## src/design/lvs_pkg.sv

```systemverilog
package lvs_pkg;

    // Field widths of one input beat and one result beat.
    localparam int SLOT_W      = 6;
    localparam int TAG_W       = 32;
    localparam int REFS_W      = 8;
    localparam int ENTRIES_DEF = 64;

    // Action codes carried by i_action.
    typedef enum logic [1:0] {
        ACT_TOUCH = 2'd0,
        ACT_ALLOC = 2'd1,
        ACT_WRITE = 2'd2,
        ACT_NONE  = 2'd3
    } t_action;

    // Read address source for the link and flag memories.
    typedef enum logic [1:0] {
        RD_IDX  = 2'd0,
        RD_HEAD = 2'd1,
        RD_NEXT = 2'd2
    } t_rd_src;

    // Link memory write selection.
    typedef enum logic [2:0] {
        LW_NONE   = 3'd0,
        LW_INIT   = 3'd1,
        LW_UNLINK = 3'd2,
        LW_TAIL   = 3'd3,
        LW_HEAD   = 3'd4
    } t_link_wr;

    // Commands from the controller to the datapath.
    typedef struct packed {
        logic     load;
        t_rd_src  rd_src;
        t_link_wr link_wr;
        logic     flag_init;
        logic     flag_write;
        logic     clr_step;
        logic     alloc_start;
        logic     walk_step;
        logic     alloc_hit;
        logic     alloc_miss;
        logic     touch_head;
        logic     touch_cap;
        logic     emit_plain;
    } t_cmd;

    // Status from the datapath to the controller.
    typedef struct packed {
        t_action action;
        logic    in_range;
        logic    is_head;
        logic    is_tail;
        logic    pinned;
        logic    walk_last;
        logic    clr_last;
    } t_stat;

endpackage

```

## src/design/lvs_ram.sv

```systemverilog
module lvs_ram #(
    parameter int WIDTH = 8,
    parameter int DEPTH = 64
) (
    input  logic                                      i_clk,
    input  logic                                      i_we,
    input  logic [((DEPTH > 1) ? $clog2(DEPTH) : 1)-1:0] i_waddr,
    input  logic [WIDTH-1:0]                          i_wdata,
    input  logic [((DEPTH > 1) ? $clog2(DEPTH) : 1)-1:0] i_raddr,
    output logic [WIDTH-1:0]                          o_rdata
);

    logic [WIDTH-1:0] r_mem [DEPTH];
    logic [WIDTH-1:0] r_rdata;

    // One write port and one registered read port.
    always_ff @(posedge i_clk) begin
        if (i_we) begin
            r_mem[i_waddr] <= i_wdata;
        end
        r_rdata <= r_mem[i_raddr];
    end

    assign o_rdata = r_rdata;

endmodule

```

## src/design/lvs_ctrl.sv

```systemverilog
module lvs_ctrl (
    input  logic          i_clk,
    input  logic          i_rst_n,
    input  logic          i_start,
    input  lvs_pkg::t_stat i_stat,
    output lvs_pkg::t_cmd  o_cmd,
    output logic          o_busy
);

    typedef enum logic [2:0] {
        ST_CLEAR,
        ST_IDLE,
        ST_DECODE,
        ST_T_CAP,
        ST_T_W0,
        ST_T_W1,
        ST_T_W2,
        ST_A_WALK
    } t_state;

    t_state r_state;
    t_state n_state;

    // Next state and command decode.
    always_comb begin
        n_state = r_state;
        o_cmd   = '0;
        unique case (r_state)
            ST_CLEAR: begin
                // Build the circular order 0..N-1 and clear the slot flags.
                o_cmd.link_wr   = lvs_pkg::LW_INIT;
                o_cmd.flag_init = 1'b1;
                o_cmd.clr_step  = 1'b1;
                if (i_stat.clr_last) begin
                    n_state = ST_IDLE;
                end
            end
            ST_IDLE: begin
                if (i_start) begin
                    o_cmd.load = 1'b1;
                    n_state    = ST_DECODE;
                end
            end
            ST_DECODE: begin
                unique case (i_stat.action)
                    lvs_pkg::ACT_TOUCH: begin
                        if (!i_stat.in_range || i_stat.is_tail) begin
                            o_cmd.emit_plain = 1'b1;
                            n_state          = ST_IDLE;
                        end else begin
                            o_cmd.rd_src = lvs_pkg::RD_IDX;
                            n_state      = ST_T_CAP;
                        end
                    end
                    lvs_pkg::ACT_ALLOC: begin
                        o_cmd.rd_src      = lvs_pkg::RD_HEAD;
                        o_cmd.alloc_start = 1'b1;
                        n_state           = ST_A_WALK;
                    end
                    lvs_pkg::ACT_WRITE: begin
                        o_cmd.flag_write = i_stat.in_range;
                        o_cmd.emit_plain = 1'b1;
                        n_state          = ST_IDLE;
                    end
                    lvs_pkg::ACT_NONE: begin
                        o_cmd.emit_plain = 1'b1;
                        n_state          = ST_IDLE;
                    end
                endcase
            end
            ST_T_CAP: begin
                // Touching the head is a plain rotation of the circle.
                if (i_stat.is_head) begin
                    o_cmd.touch_head = 1'b1;
                    o_cmd.emit_plain = 1'b1;
                    n_state          = ST_IDLE;
                end else begin
                    o_cmd.touch_cap = 1'b1;
                    n_state         = ST_T_W0;
                end
            end
            ST_T_W0: begin
                o_cmd.link_wr = lvs_pkg::LW_UNLINK;
                n_state       = ST_T_W1;
            end
            ST_T_W1: begin
                o_cmd.link_wr = lvs_pkg::LW_TAIL;
                n_state       = ST_T_W2;
            end
            ST_T_W2: begin
                o_cmd.link_wr    = lvs_pkg::LW_HEAD;
                o_cmd.emit_plain = 1'b1;
                n_state          = ST_IDLE;
            end
            ST_A_WALK: begin
                // One slot of the circle is examined per cycle.
                if (!i_stat.pinned) begin
                    o_cmd.alloc_hit = 1'b1;
                    n_state         = ST_IDLE;
                end else if (i_stat.walk_last) begin
                    o_cmd.alloc_miss = 1'b1;
                    n_state          = ST_IDLE;
                end else begin
                    o_cmd.walk_step = 1'b1;
                    o_cmd.rd_src    = lvs_pkg::RD_NEXT;
                end
            end
        endcase
    end

    // State register.
    always_ff @(posedge i_clk) begin
        if (!i_rst_n) begin
            r_state <= ST_CLEAR;
        end else begin
            r_state <= n_state;
        end
    end

    assign o_busy = (r_state != ST_IDLE);

endmodule

```

## src/design/lvs_datapath.sv

```systemverilog
module lvs_datapath #(
    parameter int ENTRIES = lvs_pkg::ENTRIES_DEF
) (
    input  logic                       i_clk,
    input  logic                       i_rst_n,
    input  lvs_pkg::t_cmd              i_cmd,
    output lvs_pkg::t_stat             o_stat,
    input  logic [1:0]                 i_action,
    input  logic [lvs_pkg::SLOT_W-1:0] i_slot_index,
    input  logic                       i_tag_valid,
    input  logic [lvs_pkg::REFS_W-1:0] i_ref_count,
    output logic                       o_valid,
    output logic                       o_found,
    output logic [lvs_pkg::SLOT_W-1:0] o_victim_slot,
    output logic                       o_unstable_error
);

    localparam int IDX_W = (ENTRIES > 1) ? $clog2(ENTRIES) : 1;
    localparam int CNT_W = $clog2(ENTRIES + 1);
    localparam int PAD_W = IDX_W + lvs_pkg::SLOT_W;

    // Order state: the list is kept circular, so next of the tail is the head.
    logic [IDX_W-1:0] r_head;
    logic [IDX_W-1:0] r_tail;
    logic [CNT_W-1:0] r_unused;
    logic [IDX_W-1:0] r_clr;

    // Item being worked on.
    lvs_pkg::t_action          r_act;
    logic [lvs_pkg::SLOT_W-1:0] r_slot;
    logic [IDX_W-1:0]          r_idx;
    logic                      r_tag_ok;
    logic                      r_refs_nz;

    // Walk and splice registers.
    logic [IDX_W-1:0] r_cur;
    logic [IDX_W-1:0] r_last;
    logic [CNT_W-1:0] r_steps;
    logic             r_strict;
    logic [IDX_W-1:0] r_p;
    logic [IDX_W-1:0] r_q;

    // Result beat.
    logic                       r_valid;
    logic                       r_found;
    logic [lvs_pkg::SLOT_W-1:0] r_victim;
    logic                       r_err;

    // Memory ports.
    logic             w_nxt_we;
    logic [IDX_W-1:0] w_nxt_waddr;
    logic [IDX_W-1:0] w_nxt_wdata;
    logic [IDX_W-1:0] w_nxt_rdata;
    logic             w_prv_we;
    logic [IDX_W-1:0] w_prv_waddr;
    logic [IDX_W-1:0] w_prv_wdata;
    logic [IDX_W-1:0] w_prv_rdata;
    logic             w_flg_we;
    logic [IDX_W-1:0] w_flg_waddr;
    logic [1:0]       w_flg_wdata;
    logic [1:0]       w_flg_rdata;
    logic [IDX_W-1:0] w_raddr;

    logic [PAD_W-1:0] w_slot_pad;
    logic [PAD_W-1:0] w_cur_pad;
    logic [IDX_W-1:0] w_init_next;
    logic [IDX_W-1:0] w_init_prev;

    assign w_slot_pad  = PAD_W'(i_slot_index);
    assign w_cur_pad   = PAD_W'(r_cur);
    assign w_init_next = o_stat.clr_last ? '0 : r_clr + 1'b1;
    assign w_init_prev = (r_clr == '0) ? IDX_W'(ENTRIES - 1) : r_clr - 1'b1;

    // Status toward the controller.
    always_comb begin
        o_stat.action    = r_act;
        o_stat.in_range  = (32'(r_slot) < 32'(ENTRIES));
        o_stat.is_head   = (r_idx == r_head);
        o_stat.is_tail   = (r_idx == r_tail);
        o_stat.pinned    = w_flg_rdata[0] && (r_strict || w_flg_rdata[1]);
        o_stat.walk_last = (r_steps == CNT_W'(ENTRIES - 1));
        o_stat.clr_last  = (r_clr == IDX_W'(ENTRIES - 1));
    end

    // Shared read address for all three memories.
    always_comb begin
        case (i_cmd.rd_src)
            lvs_pkg::RD_HEAD: w_raddr = r_head;
            lvs_pkg::RD_NEXT: w_raddr = w_nxt_rdata;
            default:          w_raddr = r_idx;
        endcase
    end

    // Link writes: initial circle, unlink, append after tail, close to head.
    always_comb begin
        w_nxt_we    = 1'b1;
        w_prv_we    = 1'b1;
        w_nxt_waddr = r_idx;
        w_nxt_wdata = r_head;
        w_prv_waddr = r_head;
        w_prv_wdata = r_idx;
        case (i_cmd.link_wr)
            lvs_pkg::LW_INIT: begin
                w_nxt_waddr = r_clr;
                w_nxt_wdata = w_init_next;
                w_prv_waddr = r_clr;
                w_prv_wdata = w_init_prev;
            end
            lvs_pkg::LW_UNLINK: begin
                w_nxt_waddr = r_p;
                w_nxt_wdata = r_q;
                w_prv_waddr = r_q;
                w_prv_wdata = r_p;
            end
            lvs_pkg::LW_TAIL: begin
                w_nxt_waddr = r_tail;
                w_nxt_wdata = r_idx;
                w_prv_waddr = r_idx;
                w_prv_wdata = r_tail;
            end
            lvs_pkg::LW_HEAD: begin
                w_nxt_waddr = r_idx;
                w_nxt_wdata = r_head;
                w_prv_waddr = r_head;
                w_prv_wdata = r_idx;
            end
            default: begin
                w_nxt_we = 1'b0;
                w_prv_we = 1'b0;
            end
        endcase
    end

    // Flag writes: bit 1 is the tag valid bit, bit 0 says refs are nonzero.
    assign w_flg_we    = i_cmd.flag_init || i_cmd.flag_write;
    assign w_flg_waddr = i_cmd.flag_init ? r_clr : r_idx;
    assign w_flg_wdata = i_cmd.flag_init ? 2'b00 : {r_tag_ok, r_refs_nz};

    lvs_ram #(.WIDTH(IDX_W), .DEPTH(ENTRIES)) u_next_ram (
        .i_clk   (i_clk),
        .i_we    (w_nxt_we),
        .i_waddr (w_nxt_waddr),
        .i_wdata (w_nxt_wdata),
        .i_raddr (w_raddr),
        .o_rdata (w_nxt_rdata)
    );

    lvs_ram #(.WIDTH(IDX_W), .DEPTH(ENTRIES)) u_prev_ram (
        .i_clk   (i_clk),
        .i_we    (w_prv_we),
        .i_waddr (w_prv_waddr),
        .i_wdata (w_prv_wdata),
        .i_raddr (w_raddr),
        .o_rdata (w_prv_rdata)
    );

    lvs_ram #(.WIDTH(2), .DEPTH(ENTRIES)) u_flag_ram (
        .i_clk   (i_clk),
        .i_we    (w_flg_we),
        .i_waddr (w_flg_waddr),
        .i_wdata (w_flg_wdata),
        .i_raddr (w_raddr),
        .o_rdata (w_flg_rdata)
    );

    // Control state: head, tail, unused count, clear counter, result strobe.
    always_ff @(posedge i_clk) begin
        if (!i_rst_n) begin
            r_head   <= '0;
            r_tail   <= IDX_W'(ENTRIES - 1);
            r_unused <= CNT_W'(ENTRIES);
            r_clr    <= '0;
            r_valid  <= 1'b0;
        end else begin
            r_valid <= i_cmd.emit_plain || i_cmd.alloc_hit || i_cmd.alloc_miss;
            if (i_cmd.clr_step && !o_stat.clr_last) begin
                r_clr <= r_clr + 1'b1;
            end
            if (i_cmd.touch_head) begin
                r_head <= w_nxt_rdata;
                r_tail <= r_idx;
            end
            if (i_cmd.link_wr == lvs_pkg::LW_HEAD) begin
                r_tail <= r_idx;
            end
            // A hit after some rotations moves the head onto the victim.
            if (i_cmd.alloc_hit) begin
                if (r_steps != '0) begin
                    r_head <= r_cur;
                    r_tail <= r_last;
                end
                if (!r_strict) begin
                    r_unused <= r_unused - 1'b1;
                end
            end
        end
    end

    // Item, walk and result payload registers.
    always_ff @(posedge i_clk) begin
        if (i_cmd.load) begin
            r_act     <= lvs_pkg::t_action'(i_action);
            r_slot    <= i_slot_index;
            r_idx     <= w_slot_pad[IDX_W-1:0];
            r_tag_ok  <= i_tag_valid;
            r_refs_nz <= (i_ref_count != '0);
        end
        if (i_cmd.alloc_start) begin
            r_cur    <= r_head;
            r_steps  <= '0;
            r_strict <= (r_unused == '0);
        end
        if (i_cmd.walk_step) begin
            r_last  <= r_cur;
            r_cur   <= w_nxt_rdata;
            r_steps <= r_steps + 1'b1;
        end
        if (i_cmd.touch_cap) begin
            r_p <= w_prv_rdata;
            r_q <= w_nxt_rdata;
        end
        if (i_cmd.emit_plain) begin
            r_found  <= 1'b0;
            r_victim <= r_slot;
            r_err    <= 1'b0;
        end
        if (i_cmd.alloc_hit) begin
            r_found  <= 1'b1;
            r_victim <= w_cur_pad[lvs_pkg::SLOT_W-1:0];
            r_err    <= 1'b0;
        end
        if (i_cmd.alloc_miss) begin
            r_found  <= 1'b0;
            r_victim <= '0;
            r_err    <= !r_strict;
        end
    end

    assign o_valid          = r_valid;
    assign o_found          = r_found;
    assign o_victim_slot    = r_victim;
    assign o_unstable_error = r_err;

endmodule

```

## src/design/lru_victim_select_with_pinning.sv

```systemverilog
// LRU victim selector with reference pinning. A command beat is taken when
// i_start is high and o_busy is low; each command gives exactly one result
// beat, shown for one cycle with o_valid high, and the receiver cannot stall
// it. Write, touch of the tail or of an out-of-range slot, and the unused
// action answer straight from decode; a touch of the head is a plain
// rotation, and a general touch does one link read and three link writes.
// Allocate rotates past the pinned slots, examining at most ENTRIES slots
// when every slot is pinned: the walk reads one slot of the link memory per
// cycle. After reset the block is busy while it builds the initial order
// and clears the slot flags. The tag value is accepted but is never
// observable at the outputs, so it is not stored.
module lru_victim_select_with_pinning #(
    parameter int ENTRIES = lvs_pkg::ENTRIES_DEF
) (
    input  logic                       i_clk,
    input  logic                       i_rst_n,
    input  logic                       i_start,
    output logic                       o_busy,
    input  logic [1:0]                 i_action,
    input  logic [lvs_pkg::SLOT_W-1:0] i_slot_index,
    input  logic [lvs_pkg::TAG_W-1:0]  i_tag_value,
    input  logic                       i_tag_valid,
    input  logic [lvs_pkg::REFS_W-1:0] i_ref_count,
    output logic                       o_valid,
    output logic                       o_found,
    output logic [lvs_pkg::SLOT_W-1:0] o_victim_slot,
    output logic                       o_unstable_error
);

    lvs_pkg::t_cmd  w_cmd;
    lvs_pkg::t_stat w_stat;

    // Sequencer.
    lvs_ctrl u_ctrl (
        .i_clk   (i_clk),
        .i_rst_n (i_rst_n),
        .i_start (i_start),
        .i_stat  (w_stat),
        .o_cmd   (w_cmd),
        .o_busy  (o_busy)
    );

    // Order memories, slot flags and result registers.
    lvs_datapath #(.ENTRIES(ENTRIES)) u_datapath (
        .i_clk            (i_clk),
        .i_rst_n          (i_rst_n),
        .i_cmd            (w_cmd),
        .o_stat           (w_stat),
        .i_action         (i_action),
        .i_slot_index     (i_slot_index),
        .i_tag_valid      (i_tag_valid),
        .i_ref_count      (i_ref_count),
        .o_valid          (o_valid),
        .o_found          (o_found),
        .o_victim_slot    (o_victim_slot),
        .o_unstable_error (o_unstable_error)
    );

endmodule

```

## config.mk

```make
export PLATFORM = sky130hd
export DESIGN_NAME = lru_victim_select_with_pinning
export DESIGN_NICKNAME = d
export VERILOG_FILES = /design/src/design/lvs_pkg.sv /design/src/design/lvs_ram.sv /design/src/design/lvs_ctrl.sv /design/src/design/lvs_datapath.sv /design/src/design/lru_victim_select_with_pinning.sv
export SDC_FILE = /design/constraint.sdc
export NUM_CORES = 1
export LEC_CHECK = 0
export ABC_AREA = 1
export ABC_CLOCK_PERIOD_IN_PS = 4700
export BUFFER_PORTS_ARGS = -buffer_cell sky130_fd_sc_hd__buf_2
export CORE_MARGIN = 3
export CORE_UTILIZATION = 40
export DETAILED_ROUTE_END_ITERATION = 6
export PLACE_DENSITY = 0.67
export SLEW_MARGIN = 40
export SYNTH_ARGS = -nofsm -noshare
export SYNTH_HDL_FRONTEND = slang
export SYNTH_SLANG_ARGS = --single-unit
```

## constraint.sdc

```tcl
create_clock -name i_clk -period 4.7 [get_ports i_clk]
set_input_delay 0.47 -clock i_clk [delete_from_list [all_inputs] [get_ports i_clk]]
set_output_delay 0.47 -clock i_clk [all_outputs]
set_load 0.05 [all_outputs]
```

==> flow_summary.yaml, run 1 <==
finish:
  nets: 4305
  n_fill_cell: 10107
  diodes: 0
  drive_gt1_share_pct: 6.79
  fin_cells: 5816
  fin_area_sq_mm: 0.0500
  area_growth_pct: 11.6
die:
  coreArea_sq_mm: 0.111
  dieArea_sq_mm: 0.116
  die_y_um: 341
  io_pins: 62
  rows: 122
  die_w_um: 341
  initial_core_util_pct: 40.4
timing:
  fin_worst_skew_ns: 0.0240
  fmax_ghz: 0.238
  hold_ws_ns: 0.110
  finalCritPeriodShare_pct: 89.3
  layout_min_cycle_time_ns: 4.19
  finalSetupTns_ns: 0
  setup_violations: 0
  rsz0062_at_grt: "no"
  report.final.slew_viol_count: 0
  relSlewSlack_pct: 27.2
  worstMarginPinSlew_ns: 1.09
  hold_viol: 0
drt:
  drt_iter0_drc: 3221
  vias: 30862
  dr.pass1.iters: 6
  ant_nets: 0
  viasPerCell: 5.31
  wl_mm: 109
  wl_per_cell_um: 18.7
  drc: 0
global_routing:
  gr-usage-all-layers_pct: 18.3
  grt_pass1_vias: 28951
  grt_start_max_net_pins: 177
  overflow: 0
  antenna_found_initial: 0
  grt_pass1_wl_mm: 168
setup_path:
  slowest_stage: "edfxtp_1"
  path_buf_inv: 2
  end_kind: "register"
  path_class: "reg -> reg"
  cp-start-kind: "register"
  crit_required_ns: 5.26
  r2r_start: "u_datapath.r_steps[0]"
  startpoint: "u_datapath.r_steps[0]"
  critPathMostFrequentCell: "nand3_1"
  cp.arrival_ns: 4.76
  cp_top_family: "simple AND/OR/NAND/NOR gates"
  path_cells: "ha_1, nand4_1, nor2_1, nand2_1, nand2_1, inv_1, ha_1, nand2_1, nand3_4, buf_12, nand3_1, nand3_1, nand3_1, nand3_1, nand3_1, nand3_1, nand2_1"
  critPathMaxFanout: 176
  slowest_delay_ns: 0.44
cts:
  h-tree-depth: 3
  cts_setup_buffers: 0
  ctsResizeCount: 0
  root_buffer: "clkbuf_16"
  path_clk_slew_ns: 0.06
  cts_buffers: 99
  cts_tree: "built"
  clk_latency_ns: 0.67
  clkSinkCount: 989
  cts_buffer_depth: 3
place:
  post_dp_cell_area_sq_mm: 0.0466
  io_buffers: 29
  hpwl_mm: 62.3
  dp.cells: 5621
  place_congestion: 0.893
pwr:
  p_clk_share_pct: 32.0
  ir_worst_vdd_mv: 0.450
  power_density_mw_per_mm2: 491
  swShare_pct: 30.5
  p_leak_nw: 19.2
  p_int_mw: 17.0
  seqPwrFrac_pct: 48.0
  p_comb_share_pct: 20.0
  p_switching_mw: 7.49
min_path:
  hp-class: "in -> reg"
  min_from: "i_ref_count[5]"
synth:
  synth_cells: 4294
  synth_edf_count: 939
  yosys.cell_types.count: 45
  syn-mean-instance-area_sq_um: 10.4
  synthArstFlopShare_pct: 0
  ys_seq_area_share_pct: 65.2
  ys_ff_latch: 989
  yosysTopAreaCell: "edfxtp_1"
  yosys_warnings: 0
  netlist.area_leader.share_pct: 63.0
  syn-num-nets: 4355
  yosys_most_used_dff: "edfxtp_1"
  yosys-top-cells-area: "edfxtp_1, nand3_1, nand2_1"
  synth_area_sq_mm: 0.0448
status:
  status: "completed"
flow_run:
  cap_violations: 0
## worst paths after layout
path,endpoint,slack [ns],depth (start not counted)
setup reg to reg,u_datapath.u_prev_ram.o_rdata[5],0.51,17
setup / recovery,u_datapath.u_prev_ram.o_rdata[5],0.51,17
hold / removal,u_datapath.r_refs_nz,0.11,3
hold reg to reg,u_datapath.r_tail[2],0.46,2
## worst register-to-register path, cell delays in order (launching register included)
cell and delay, ns:
edfxtp_1 0.44, ha_1 0.26, nand4_1 0.13, nor2_1 0.07, nand2_1 0.07, nand2_1 0.30, inv_1 0.44, ha_1 0.35
nand2_1 0.14, nand3_4 0.14, buf_12 0.41, nand3_1 0.57, nand3_1 0.16, nand3_1 0.15, nand3_1 0.12, nand3_1 0.17
nand3_1 0.13, nand2_1 0.05
## metrics by stage
step	worst slack [ns]	power, mW	utilization, %
2_1_floorplan	0.489	14.7	-
5_1_grt	0.262	25.5	45.1
3_5_place_dp	0.661	16.8	42.1
6_report	0.505	24.5	45.1
4_1_cts	0.664	24.6	45.1
3_3_place_gp	0.566	16.7	42.0
## area by class of cell
class | instances | area, sq um | share of cell area [%]
inverters | 625 | 2350 | 4.71
repair buffers | 106 | 1000 | 2.01
clock inverters | 64 | 673 | 1.35
well taps | 1488 | 1860 | 3.73
multi-input cells | 2423 | 12300 | 24.6
flip-flops and latches | 989 | 29200 | 58.4
clock buffers | 121 | 2560 | 5.12
## cells in the final DEF (no fill, tap or decap), types with 24 or more instances in the layout
cell type,Yosys,routed
nor2_1,251,248
nand3b_1,330,330
o21ai_0,32,29
a21oi_1,30,29
nand3_1,985,983
edfxtp_1,939,939
o211ai_1,24,24
buf_2,69,29
dfxtp_1,50,50
nand2_1,670,666
nand4_1,26,26
buf_4,2,46
inv_1,609,606
clkbuf_16,0,99
## flip-flops by register name (all words and copies together) (netlist names), 7 cells and up
| name | count |
|---|---|
| u_datapath.u_prev_ram.r_mem | 384 |
| u_datapath.r_steps | 7 |
| u_datapath.u_next_ram.r_mem | 384 |
| u_datapath.r_unused | 7 |
| u_datapath.u_flag_ram.r_mem | 128 |
## cell usage after synthesis, types with 26 or more instances
cell type and n:
a21oi_1 30, buf_1 35, buf_2 69, clkbuf_1 150
dfxtp_1 50, edfxtp_1 939, inv_1 609, nand2_1 670
nand3_1 985, nand3b_1 330, nand4_1 26, nor2_1 251
o21ai_0 32
## power groups by stage
stage                     sequential (mW)  combinational (mW)  clock (mW)
after CTS                            11.8                4.89        7.97
after global routing                 11.8                5.31        8.34
after detailed placement             12.0                4.87           0
after floorplan                      12.1                2.61           0
final                                11.8                4.91        7.84
after global placement               12.0                4.72           0
## metal layers
layer	wire [um]	part of all wire, %	track usage (%)	up-vias
met4	3080	2.8	5.89	0
met1	46800	43	25.6	14946
met3	7880	7.2	2.43	178
met5	0	0	0	-
li1	-	-	-	14573
met2	51000	47	29.5	1165
## cell families after synthesis
| kind of cell | Yosys count | share of synthesized area [%] |
|---|---|---|
| and+or+nand+nor | 2291 | 25.1 |
| DFF | 989 | 65.2 |
| buffers and inverters | 882 | 7.61 |
| AOI/OAI and AO/OA | 114 | 1.60 |
| xor gates and xnor gates | 9 | 0.176 |
| adders and majority gates | 9 | 0.252 |
## timing repair
item | CTS | global route
hold buffers | 9 | 0
endpoints found under the hold margin | 9 | 0
endpoints found under the setup margin | 0 | 0
Power figures use the tool's default switching activity.
==> run 2: changes to the inputs <==
ABC_AREA = not set   (was 1)
BUFFER_PORTS_ARGS = -buffer_cell sky130_fd_sc_hd__clkbuf_2   (was -buffer_cell sky130_fd_sc_hd__buf_2)
==> flow_summary.yaml, run 2 <==
setup_path:
  reg2reg_slack_ns: 0.24
  path_buf_inv: 4
  startpoint: "u_datapath.r_steps[0]"
  cp-start-kind: "register"
  cp.arrival_ns: 5.03
  slowest_stage: "a2111oi_0"
  critPathMaxFanout: 46
  r2r_end: "u_datapath.u_flag_ram.o_rdata[0]"
  path_class: "reg -> reg"
  end_kind: "register"
  slowest_delay_ns: 0.62
  r2r_cells: 16
  cp_top_family: "compound AO/OA/AOI/OAI gates"
  critPathMostFrequentCell: "buf_4"
  r2r_start: "u_datapath.r_steps[0]"
  crit_required_ns: 5.28
  path_cells: "ha_1, and3_1, nand3_1, o21ai_0, buf_4, ha_1, buf_4, nand2b_2, buf_12, nand2_8, buf_4, a211oi_1, a211oi_1, a2111oi_0, a22oi_1, and3_1"
min_path:
  worst_hold_path.num_cells: 3
  hp-class: "in -> reg"
  min_to: "u_ctrl.r_state[1]"
  min_from: "i_start"
finish:
  diodes: 0
  multi_input_area_sq_mm: 0.0110
  area_growth_pct: 12.9
  nets: 3272
  layout_common_cells: "edfxtp_1, nand2_1, nor2_1"
  ff_latch_area_sq_mm: 0.0292
  drive_gt1_share_pct: 9.73
  final_common_cell: "edfxtp_1"
  largestRegisters: "u_datapath.u_next_ram.r_mem x384, u_datapath.u_prev_ram.r_mem x384, u_datapath.u_flag_ram.r_mem x128"
  n_fill_cell: 8869
  fin_cells: 4647
drt:
  ant_nets: 0
  viasPerCell: 5.76
  vias: 26763
  drt_iter0_drc: 3016
  dr.pass1.iters: 7
  drc: 0
  wl_mm: 106
  wl_per_cell_um: 22.7
synth:
  yosys-top-cells-area: "edfxtp_1, nand2_1, a211oi_1"
  synth_edf_count: 939
  yosysTopAreaCell: "edfxtp_1"
  syn-num-nets: 3254
  syn-mean-instance-area_sq_um: 12.8
  ys_seq_area_share_pct: 71.2
  synth_top_family_by_area: "simple AND/OR/NAND/NOR gates"
  synth_adder_area_share_pct: 0.275
  yosys.area_share.simple_pct: 12.7
  ys_ff_latch: 989
  yosys.cell_types.count: 68
  synthMuxAreaShare_pct: 0.861
  synth-compound-area-share_pct: 11.8
  synthArstFlopShare_pct: 0
  synthMostInstantiatedCell: "edfxtp_1"
  synth_area_sq_mm: 0.0410
  yosys_warnings: 0
  netlist.area_leader.share_pct: 68.8
  synthTopCellsByCount: "edfxtp_1, nand2_1, nor2_1"
  yosys.area_share.xor_xnor_pct: 0.641
  yosys_most_used_dff: "edfxtp_1"
  synth_cells: 3193
cts:
  root_buffer: "clkbuf_16"
  cts_tree: "built"
  clkSinkCount: 989
  h-tree-depth: 3
  cts_buffer_depth: 3
  cts_setup_buffers: 0
  cts_buffers: 97
  clk_latency_ns: 0.70
  path_clk_slew_ns: 0.06
die:
  die_y_um: 326
  rows: 116
  die_w_um: 326
  dieArea_sq_mm: 0.106
  io_pins: 62
  coreArea_sq_mm: 0.101
  initial_core_util_pct: 40.6
global_routing:
  overflow: 0
  grt_start_max_net_pins: 94
  antenna_found_initial: 0
  grt_pass1_wl_mm: 159
  gr-usage-all-layers_pct: 19.3
  grt_pass1_vias: 25836
pwr:
  power_density_mw_per_mm2: 383
  p_clk_share_pct: 42.2
  seqPwrFrac_pct: 55.3
  p_comb_share_pct: 2.6
  swShare_pct: 21.1
  finalPower_mw: 17.7
  p_switching_mw: 3.74
  p_int_mw: 14.0
  ir_worst_vdd_mv: 0.309
  p_leak_nw: 15.6
timing:
  layout_min_cycle_time_ns: 4.46
  report.final.slew_viol_count: 0
  hold_viol: 0
  finalSetupTns_ns: 0
  worstMarginPinSlew_ns: 0.860
  fin_worst_skew_ns: 0.0412
  setup_violations: 0
  finalCritPeriodShare_pct: 94.8
  fmax_ghz: 0.224
  relSlewSlack_pct: 42.1
  rsz0062_at_grt: "no"
place:
  dp.cells: 4460
  place_congestion: 0.878
  hpwl_mm: 64.8
  io_buffers: 29
flow_run:
  cap_violations: 0
status:
  status: "completed"
run 2: cell types whose count changed after synthesis, sizes merged, moves of 28 or more:
cell,before,now
nand3,986,75
inv,624,12
nand3b,330,4
and3,0,191
a211oi,2,190
nand2,671,538
a21oi,31,155
a31oi,5,80
o21ai,38,105
o22ai,6,64
a22oi,0,47
clkbuf,151,123
run 2: how the worst max path moves through the flow:
stage               cells after the start                           endpoint
floorplan                               6  u_datapath.u_prev_ram.r_mem[0][3]
global placement                       16   u_datapath.u_prev_ram.o_rdata[5]
detailed placement                     16   u_datapath.u_flag_ram.o_rdata[0]
CTS                                    16   u_datapath.u_prev_ram.o_rdata[5]
global route                           16   u_datapath.u_flag_ram.o_rdata[0]
finish                                 16   u_datapath.u_flag_ram.o_rdata[0]
run 2: cells by family (layout without fill, tap and decap cells):
family,count (synthesis),count (layout)
compound gates,740,740
xor+xnor,30,30
fa+ha+maj,9,9
buf+inv,241,338
flops,989,989
mux,32,32
simple gates,1152,1152
run 2: per-stage QoR:
stage          utilization [%]  instance area (sq um)  setup WS (ns)  hold WS [ns]
2_1_floorplan                -                  41000          0.874         0.386
5_1_grt                   45.9                  46300        0.00787         0.206
4_1_cts                   45.9                  46300          0.288         0.143
6_report                  45.9                  46300          0.245         0.170
3_5_place_dp              42.8                  43100          0.322         0.404
3_3_place_gp              42.7                  43100          0.336         0.396
run 2: power groups by stage:
stage          Sequential (mW)  Combinational (mW)  Clock (mW)
6_report                  9.81               0.458        7.48
5_1_grt                   9.81               0.488        7.92
4_1_cts                   9.81               0.453        7.57
3_5_place_dp              9.99               0.447           0
3_3_place_gp              9.99               0.435           0
2_1_floorplan             10.0               0.209           0
run 2: worst register-to-register path: stages (launching register included):
cell and delay, ns:
edfxtp_1 0.42, ha_1 0.24, and3_1 0.21, nand3_1 0.13, o21ai_0 0.09, buf_4 0.19, ha_1 0.41, buf_4 0.23
nand2b_2 0.20, buf_12 0.26, nand2_8 0.26, buf_4 0.33, a211oi_1 0.25, a211oi_1 0.09, a2111oi_0 0.62, a22oi_1 0.21
and3_1 0.19
run 2: area by class of cell:
class / count / area share, %
Clock buffer: 126 / 5.59
Timing Repair Buffer: 146 / 2.82
Sequential cell: 989 / 63.1
Clock inverter: 52 / 1.04
Tap cell: 1357 / 3.67
Inverter: 14 / 0.114
Multi-Input combinational cell: 1963 / 23.7
run 2: repair_timing:
action,4_1_cts,5_1_grt
resized for setup,0,1
endpoints found under the hold margin,9,0
endpoints found under the setup margin,0,1
hold buffers,9,0
run 2: routing by layer:
layer | track usage (%) | vias up | wire, um
met2 | 30.0 | 1139 | 48800
met3 | 3.57 | 205 | 8490
met4 | 7.37 | 0 | 3780
met1 | 27.0 | 13291 | 44600
met5 | 0 | - | 0
li1 | - | 12128 | -
